File: src/hw/rtl/qes_pkg.sv
// Package for the quadrature encoder speed block: types, register indexes and reset values.
`default_nettype none

package qes_pkg;

  localparam int unsigned TickWidth     = 32;
  localparam int unsigned LimitWidth    = 16;
  localparam int unsigned StepWidth     = 8;
  localparam int unsigned CfgIndexWidth = 3;
  localparam int unsigned CfgDataWidth  = 16;

  typedef enum logic [1:0] {
    PHASE_NONE = 2'd0,
    PHASE_A    = 2'd1,
    PHASE_B    = 2'd2
  } phase_t;

  typedef enum logic [1:0] {
    DIR_IDLE     = 2'd0,
    DIR_FORWARD  = 2'd1,
    DIR_BACKWARD = 2'd2
  } dir_t;

  typedef enum logic [CfgIndexWidth-1:0] {
    REG_SLOW_LIMIT   = 3'd0,
    REG_MEDIUM_LIMIT = 3'd1,
    REG_FAST_LIMIT   = 3'd2,
    REG_STEP_SLOW    = 3'd3,
    REG_STEP_MEDIUM  = 3'd4,
    REG_STEP_FAST    = 3'd5,
    REG_STEP_FASTEST = 3'd6,
    REG_UNUSED       = 3'd7
  } cfg_reg_t;

  localparam logic [LimitWidth-1:0] SlowLimitReset   = 16'd50;
  localparam logic [LimitWidth-1:0] MediumLimitReset = 16'd35;
  localparam logic [LimitWidth-1:0] FastLimitReset   = 16'd15;
  localparam logic [StepWidth-1:0]  StepSlowReset    = 8'd1;
  localparam logic [StepWidth-1:0]  StepMediumReset  = 8'd3;
  localparam logic [StepWidth-1:0]  StepFastReset    = 8'd5;
  localparam logic [StepWidth-1:0]  StepFastestReset = 8'd10;

  typedef struct packed {
    logic [1:0]           direction;
    logic [StepWidth-1:0] speed_step;
    logic [TickWidth-1:0] interval_ms;
  } result_t;

endpackage

`default_nettype wire

File: src/hw/rtl/qes_tick_if.sv
// Channel interface for tick words carrying the raw encoder pin levels.
`default_nettype none

interface qes_tick_if;
  logic valid;
  logic ready;
  logic level_a;
  logic level_b;

  modport source (output valid, output level_a, output level_b, input ready);
  modport sink (input valid, input level_a, input level_b, output ready);
endinterface

`default_nettype wire

File: src/hw/rtl/qes_result_if.sv
// Channel interface for result words: direction, speed step and interval.
`default_nettype none

interface qes_result_if;
  logic                            valid;
  logic                            ready;
  logic [1:0]                      direction;
  logic [qes_pkg::StepWidth-1:0]   speed_step;
  logic [qes_pkg::TickWidth-1:0]   interval_ms;

  modport source (output valid, output direction, output speed_step, output interval_ms,
                  input ready);
  modport sink (input valid, input direction, input speed_step, input interval_ms,
                output ready);
endinterface

`default_nettype wire

File: src/hw/rtl/qes_cfg_if.sv
// Channel interface for configuration register writes.
`default_nettype none

interface qes_cfg_if;
  logic                              valid;
  logic                              ready;
  logic [qes_pkg::CfgIndexWidth-1:0] index;
  logic [qes_pkg::CfgDataWidth-1:0]  data;

  modport source (output valid, output index, output data, input ready);
  modport sink (input valid, input index, input data, output ready);
endinterface

`default_nettype wire

File: src/hw/rtl/quadrature_encoder_speed_top.sv
// Top level of the quadrature encoder decoder with speed step selection.
//
//   channel  modport  word                                    
//   tick     sink     level_a, level_b (active low pin levels)
//   result   source   direction, speed_step, interval_ms      
//   cfg      sink     index, data (register write)            
//
// Each accepted tick word yields one result word, in the result register or, while
// it stalls, in the skid register; a tick is accepted in every cycle while the skid
// is empty. The decode, interval subtraction and three threshold compares sit between
// the encoder state registers and the result register. The skid register keeps
// tick.ready registered; ready falls only while both hold a word. Synchronous reset
// restores config, encoder state and valid flags; cfg writes are always accepted.
`default_nettype none

module quadrature_encoder_speed_top (
  input  wire logic       clk,
  input  wire logic       rst,
  qes_tick_if.sink        tick,
  qes_result_if.source    result,
  qes_cfg_if.sink         cfg
);

  // Configuration registers.
  logic [qes_pkg::LimitWidth-1:0] slow_limit;
  logic [qes_pkg::LimitWidth-1:0] medium_limit;
  logic [qes_pkg::LimitWidth-1:0] fast_limit;
  logic [qes_pkg::StepWidth-1:0]  step_slow;
  logic [qes_pkg::StepWidth-1:0]  step_medium;
  logic [qes_pkg::StepWidth-1:0]  step_fast;
  logic [qes_pkg::StepWidth-1:0]  step_fastest;

  // Encoder state.
  logic [qes_pkg::TickWidth-1:0] tick_count;
  logic [qes_pkg::TickWidth-1:0] last_start_time;
  logic [qes_pkg::TickWidth-1:0] captured_interval;
  qes_pkg::phase_t               phase;
  qes_pkg::dir_t                 latched_direction;

  logic [qes_pkg::TickWidth-1:0] tick_count_next;
  logic [qes_pkg::TickWidth-1:0] last_start_time_next;
  logic [qes_pkg::TickWidth-1:0] captured_interval_next;
  qes_pkg::phase_t               phase_next;
  qes_pkg::dir_t                 latched_direction_next;
  logic [qes_pkg::StepWidth-1:0] speed_step_next;
  qes_pkg::result_t              new_word;

  // Output and skid registers.
  logic             out_valid;
  qes_pkg::result_t out_word;
  logic             skid_valid;
  qes_pkg::result_t skid_word;

  logic a_active;
  logic b_active;
  logic tick_fire;

  assign cfg.ready = 1'b1;
  assign tick.ready = !skid_valid;
  assign tick_fire = tick.valid && tick.ready;

  always_ff @(posedge clk) begin
    if (rst) begin
      slow_limit   <= qes_pkg::SlowLimitReset;
      medium_limit <= qes_pkg::MediumLimitReset;
      fast_limit   <= qes_pkg::FastLimitReset;
      step_slow    <= qes_pkg::StepSlowReset;
      step_medium  <= qes_pkg::StepMediumReset;
      step_fast    <= qes_pkg::StepFastReset;
      step_fastest <= qes_pkg::StepFastestReset;
    end else if (cfg.valid) begin
      unique case (qes_pkg::cfg_reg_t'(cfg.index))
        qes_pkg::REG_SLOW_LIMIT:   slow_limit   <= cfg.data;
        qes_pkg::REG_MEDIUM_LIMIT: medium_limit <= cfg.data;
        qes_pkg::REG_FAST_LIMIT:   fast_limit   <= cfg.data;
        qes_pkg::REG_STEP_SLOW:    step_slow    <= cfg.data[qes_pkg::StepWidth-1:0];
        qes_pkg::REG_STEP_MEDIUM:  step_medium  <= cfg.data[qes_pkg::StepWidth-1:0];
        qes_pkg::REG_STEP_FAST:    step_fast    <= cfg.data[qes_pkg::StepWidth-1:0];
        qes_pkg::REG_STEP_FASTEST: step_fastest <= cfg.data[qes_pkg::StepWidth-1:0];
        default: ;
      endcase
    end
  end

  assign a_active = ~tick.level_a;
  assign b_active = ~tick.level_b;

  always_comb begin
    tick_count_next        = tick_count + 32'd1;
    last_start_time_next   = last_start_time;
    captured_interval_next = captured_interval;
    phase_next             = phase;
    latched_direction_next = latched_direction;
    // A detent start captures the interval against the already incremented count.
    unique case ({a_active, b_active})
      2'b00: begin
        phase_next             = qes_pkg::PHASE_NONE;
        latched_direction_next = qes_pkg::DIR_IDLE;
      end
      2'b01: begin
        if (phase == qes_pkg::PHASE_NONE) begin
          phase_next             = qes_pkg::PHASE_A;
          captured_interval_next = tick_count_next - last_start_time;
          last_start_time_next   = tick_count_next;
        end else if (phase == qes_pkg::PHASE_B) begin
          phase_next             = qes_pkg::PHASE_NONE;
          latched_direction_next = qes_pkg::DIR_FORWARD;
        end
      end
      2'b10: begin
        if (phase == qes_pkg::PHASE_NONE) begin
          phase_next             = qes_pkg::PHASE_B;
          captured_interval_next = tick_count_next - last_start_time;
          last_start_time_next   = tick_count_next;
        end else if (phase == qes_pkg::PHASE_A) begin
          phase_next             = qes_pkg::PHASE_NONE;
          latched_direction_next = qes_pkg::DIR_BACKWARD;
        end
      end
      default: ;
    endcase
  end

  always_comb begin
    priority if (captured_interval_next > {16'd0, slow_limit}) begin
      speed_step_next = step_slow;
    end else if (captured_interval_next > {16'd0, medium_limit}) begin
      speed_step_next = step_medium;
    end else if (captured_interval_next > {16'd0, fast_limit}) begin
      speed_step_next = step_fast;
    end else begin
      speed_step_next = step_fastest;
    end
  end

  always_comb begin
    new_word.direction   = latched_direction_next;
    new_word.speed_step  = speed_step_next;
    new_word.interval_ms = captured_interval_next;
  end

  always_ff @(posedge clk) begin
    if (rst) begin
      tick_count        <= '0;
      last_start_time   <= '0;
      captured_interval <= '0;
      phase             <= qes_pkg::PHASE_NONE;
      latched_direction <= qes_pkg::DIR_IDLE;
    end else if (tick_fire) begin
      tick_count        <= tick_count_next;
      last_start_time   <= last_start_time_next;
      captured_interval <= captured_interval_next;
      phase             <= phase_next;
      latched_direction <= latched_direction_next;
    end
  end

  always_ff @(posedge clk) begin
    if (rst) begin
      out_valid  <= 1'b0;
      skid_valid <= 1'b0;
    end else if (!out_valid || result.ready) begin
      if (skid_valid) begin
        out_valid  <= 1'b1;
        skid_valid <= 1'b0;
      end else begin
        out_valid <= tick_fire;
      end
    end else if (tick_fire) begin
      skid_valid <= 1'b1;
    end
  end

  always_ff @(posedge clk) begin
    if (!out_valid || result.ready) begin
      if (skid_valid) begin
        out_word <= skid_word;
      end else if (tick_fire) begin
        out_word <= new_word;
      end
    end else if (tick_fire) begin
      skid_word <= new_word;
    end
  end

  assign result.valid       = out_valid;
  assign result.direction   = out_word.direction;
  assign result.speed_step  = out_word.speed_step;
  assign result.interval_ms = out_word.interval_ms;

endmodule

`default_nettype wire
File: src/flat_wrapper.sv
// flat-port wrapper written by rule: the top's interface ports become plain ports
module quadrature_encoder_speed_top_flat 
  (clk, rst, tick_valid, tick_level_a, tick_level_b, tick_ready, result_valid, result_direction, result_speed_step, result_interval_ms, result_ready, cfg_valid, cfg_index, cfg_data, cfg_ready);
  qes_tick_if tick_i ();
  qes_result_if result_i ();
  qes_cfg_if cfg_i ();
  input  wire logic clk;
  input  wire logic rst;
  input wire logic [$bits(tick_i.valid)-1:0] tick_valid;
  input wire logic [$bits(tick_i.level_a)-1:0] tick_level_a;
  input wire logic [$bits(tick_i.level_b)-1:0] tick_level_b;
  output wire logic [$bits(tick_i.ready)-1:0] tick_ready;
  output wire logic [$bits(result_i.valid)-1:0] result_valid;
  output wire logic [$bits(result_i.direction)-1:0] result_direction;
  output wire logic [$bits(result_i.speed_step)-1:0] result_speed_step;
  output wire logic [$bits(result_i.interval_ms)-1:0] result_interval_ms;
  input wire logic [$bits(result_i.ready)-1:0] result_ready;
  input wire logic [$bits(cfg_i.valid)-1:0] cfg_valid;
  input wire logic [$bits(cfg_i.index)-1:0] cfg_index;
  input wire logic [$bits(cfg_i.data)-1:0] cfg_data;
  output wire logic [$bits(cfg_i.ready)-1:0] cfg_ready;
  assign tick_i.valid = tick_valid;
  assign tick_i.level_a = tick_level_a;
  assign tick_i.level_b = tick_level_b;
  assign tick_ready = tick_i.ready;
  assign result_valid = result_i.valid;
  assign result_direction = result_i.direction;
  assign result_speed_step = result_i.speed_step;
  assign result_interval_ms = result_i.interval_ms;
  assign result_i.ready = result_ready;
  assign cfg_i.valid = cfg_valid;
  assign cfg_i.index = cfg_index;
  assign cfg_i.data = cfg_data;
  assign cfg_ready = cfg_i.ready;
  quadrature_encoder_speed_top u_core (.clk(clk), .rst(rst), .tick(tick_i), .result(result_i), .cfg(cfg_i));
endmodule
File: config.mk
export PLATFORM = sky130hd
export DESIGN_NAME = quadrature_encoder_speed_top_flat
export DESIGN_NICKNAME = d
export VERILOG_FILES = /design/src/hw/rtl/qes_pkg.sv /design/src/hw/rtl/qes_tick_if.sv /design/src/hw/rtl/qes_result_if.sv /design/src/hw/rtl/qes_cfg_if.sv /design/src/hw/rtl/quadrature_encoder_speed_top.sv /design/src/flat_wrapper.sv
export SDC_FILE = /design/constraint.sdc
export NUM_CORES = 1
export LEC_CHECK = 0
export BUFFER_PORTS_ARGS = -buffer_cell sky130_fd_sc_hd__buf_4
export CORE_MARGIN = 3
export CORE_UTILIZATION = 50
export CTS_CLUSTER_SIZE = 40
export DETAILED_ROUTE_END_ITERATION = 7
export HOLD_SLACK_MARGIN = 0.05
export PLACE_DENSITY = 0.76
export RECOVER_POWER = 50
export SLEW_MARGIN = 20
export SYNTH_ARGS = -nofsm -noshare
export SYNTH_HDL_FRONTEND = slang
export SYNTH_SLANG_ARGS = --single-unit
File: constraint.sdc
create_clock -name clk -period 15.4 [get_ports clk]
set_input_delay 0.77 -clock clk [delete_from_list [all_inputs] [get_ports clk]]
set_output_delay 0.77 -clock clk [all_outputs]
set_load 0.005 [all_outputs]
==> impl_metrics.env <==
export IMPL_cts_setup_buffers=0
export IMPL_ir_drop_v=0.0000820
export IMPL_slowest_delay_ns=0.92
export IMPL_dieArea_mm2=0.0297
export IMPL_core_area_mm2=0.0271
export IMPL_firstDrtPassIters=5
export IMPL_synth_seq_area_share=0.445
export IMPL_clk_latency_ns=0.56
export IMPL_grt_max_degree=77
export IMPL_cts_resized=0
export IMPL_wl_per_cell_um=16.3
export IMPL_slew_headroom=-1.24
export IMPL_async_flop_share=0
export IMPL_fin_nets=1719
export IMPL_cp_required_ns=15.71
export IMPL_ctsRootBufferMaster="clkbuf_16"
export IMPL_routed_via_density=5.61
export IMPL_cts_sinks=266
export IMPL_io_pins=71
export IMPL_die_w_um=172
export IMPL_period_needed_ns=6.78
export IMPL_regArea_mm2=0.00617
export IMPL_initial_utilization=0.511
export IMPL_setup_viol=0
export IMPL_cp_start_kind="flop"
export IMPL_fmax_mhz=147
export IMPL_timing_final_crit_share=0.440
export IMPL_drc=0
export IMPL_vias=11200
export IMPL_syn2layout_area_growth_pct=11.7
export IMPL_synth_cells=1571
export IMPL_status="complete, but fails checks"
export IMPL_finalHoldViolations=0
export IMPL_die_h_um=172
export IMPL_final_cell_mix="nand2_1, dfxtp_1, nor2_1, a21oi_1, inv_1"
export IMPL_cp_max_fo=8
export IMPL_crit_path_cell_trace="ha_1 > nand3_1 > nor2_1 > and3_1 > and3_1 > and3_1 > xor2_1 > ha_1 > a21oi_1 > o21ai_0 > nor3_1 > xor2_1 > o21ai_0 > ha_1 > o21ai_0 > nand2b_1 > a21oi_1 > a31oi_1 > o21ai_1 > mux2_2 > mux2i_1 > mux2i_1 > mux2_2"
export IMPL_grt_antenna_before_repair=0
export IMPL_rsz0062_at_grt="no"
export IMPL_final_common_cell="nand2_1"
export IMPL_p_per_area_mw_per_mm2=117
export IMPL_clockBufferDepth=3
export IMPL_critPathKind="reg -> reg"
export IMPL_synth_edff_count=84
export IMPL_cpMaxStageDelayCell="o21ai_1"
export IMPL_slew_violations=230
export IMPL_syn_avg_cell_area_um2=8.82
export IMPL_crit_arrival_ns=7.09
export IMPL_cts_max_level=1
export IMPL_cts_made_buffers=28
export IMPL_drt_iter0_drc=841
export IMPL_syn_nets=1681
export IMPL_gr_total_overflow=0
export IMPL_ant_nets=0
export IMPL_ys_types=65
export IMPL_io_buffers=69
export IMPL_fin_util=0.571
export IMPL_rows=60
export IMPL_synth_warnings=0
export IMPL_diodes=0
export IMPL_clk_pin_slew_worst_paths_ns=0.06
export IMPL_grt_pass1_wl_mm=52.9
export IMPL_tns_ns=0
export IMPL_drive_gt1_frac=0.109
export IMPL_fillers=2365
export IMPL_fin_skew_ns=0.0281
export IMPL_synth_seq_cells=266
export IMPL_failed_checks="max-capacitance violations, max-slew violations"
export IMPL_finalWirelength_mm=32.7
export IMPL_worstMarginPinSlew_ns=3.35
export IMPL_min_path_type="reg -> reg"
export IMPL_multi_input_area_mm2=0.00707
export IMPL_syn_area_mm2=0.0139
export IMPL_end_kind="flop"
export IMPL_grt_pass1_vias=10500
export IMPL_dpl_hpwl_mm=22.8
export IMPL_gp_congestion=0.918
export IMPL_cts_tree="yes"
export IMPL_cts_hold_buf=0
export IMPL_synthFlopType="dfxtp_1"
export IMPL_cap_violations=4
export IMPL_grt_use_total=0.217
export IMPL_p_leak_nw=6.15
==> cell type report <==
type                       instances  share of cell area
timing repair buffer              85              0.0376
inverter                          91              0.0221
multi-input combinational       1137               0.457
clock inverter                    14             0.00606
sequential                       266               0.398
tap                              372              0.0301
clock buffer                      38              0.0490
==> per-stage QoR <==
step	cell area (µm²)	worst slack [ns]	hold WS (ns)	total power, W	cells
after floorplan	13900	9.52	0.433	0.00107	1571
after global placement	14700	9.01	0.443	0.00118	1951
after detailed placement	14700	8.68	0.449	0.00120	1951
after CTS	15500	8.65	0.454	0.00182	2003
after global routing	15500	8.06	0.472	0.00190	2003
final	15500	8.62	0.457	0.00181	2003
==> synthesized netlist by cell type (39+ instances only) <==
master    number  area share
inv_1         90       0.024
ha_1          83       0.075
nor2_1       164       0.044
o21ai_0       60       0.022
clkbuf_1      67       0.018
a211oi_1      39       0.021
xor2_1        47       0.030
nand2_1      255       0.069
a21oi_1      148       0.053
edfxtp_1      84        0.18
dfxtp_1      182        0.26
mux2_2        50       0.041
==> sequential cells by signal, summed over array words and instances, names as in the netlist <==
register and flops:
u_core.result.direction 2, u_core.medium_limit 16, u_core.fast_limit 16, u_core.result.interval_ms 32, u_core.tick_count 32, u_core.result.speed_step 8
u_core.skid_word 42, u_core.step_medium 8, u_core.phase 2, u_core.step_fast 8, u_core.slow_limit 16, u_core.captured_interval 32
u_core.latched_direction 2, u_core.last_start_time 32, u_core.step_fastest 8, u_core.result.valid 1, u_core.skid_valid 1, u_core.step_slow 8
==> cell families after synthesis <==
group | count (synthesis) | share of synthesized area
simple gates | 569 | 0.181
mux | 60 | 0.0479
xor+xnor | 83 | 0.0530
buf+inv | 168 | 0.0461
other cells | 1 | 0.000271
flops | 266 | 0.445
compound gates | 340 | 0.150
fa+ha+maj | 84 | 0.0764
==> final timing paths <==
kind	from	to	slack, ns	cells past startpoint
hold / removal	u_core.medium_limit[4]	u_core.medium_limit[4]	0.46	2
setup / recovery	u_core.tick_count[0]	u_core.result.speed_step[7]	8.62	23
hold reg to reg	u_core.medium_limit[4]	u_core.medium_limit[4]	0.46	2
setup reg to reg	u_core.tick_count[0]	u_core.result.speed_step[7]	8.62	23
==> power by group <==
part	total, W	internal, W	switching, W
clock	0.000625	0.000347	0.000279
combinational	0.000392	0.000156	0.000236
sequential	0.000792	0.000776	0.0000160
==> layer usage <==
metal	routed length, µm	up-vias	share of wire	track usage
met5	0	-	0	0
met4	871	0	0.027	0.0684
met3	1870	72	0.057	0.0297
met2	14800	333	0.45	0.349
met1	15100	5298	0.46	0.303
li1	-	5527	-	-
==> critical path, delay by kind of cell (launching register included) <==
| kind | cells | cell delay [ns] |
|---|---|---|
| AND/OR/NAND/NOR | 7 | 1.55 |
| multiplexers | 4 | 1.00 |
| flip-flops | 1 | 0.41 |
| adder cells (fa/ha/maj) | 3 | 0.94 |
| XOR/XNOR | 2 | 0.35 |
| AO/OA/AOI/OAI | 7 | 2.27 |
(Power assumes the default switching activity.)
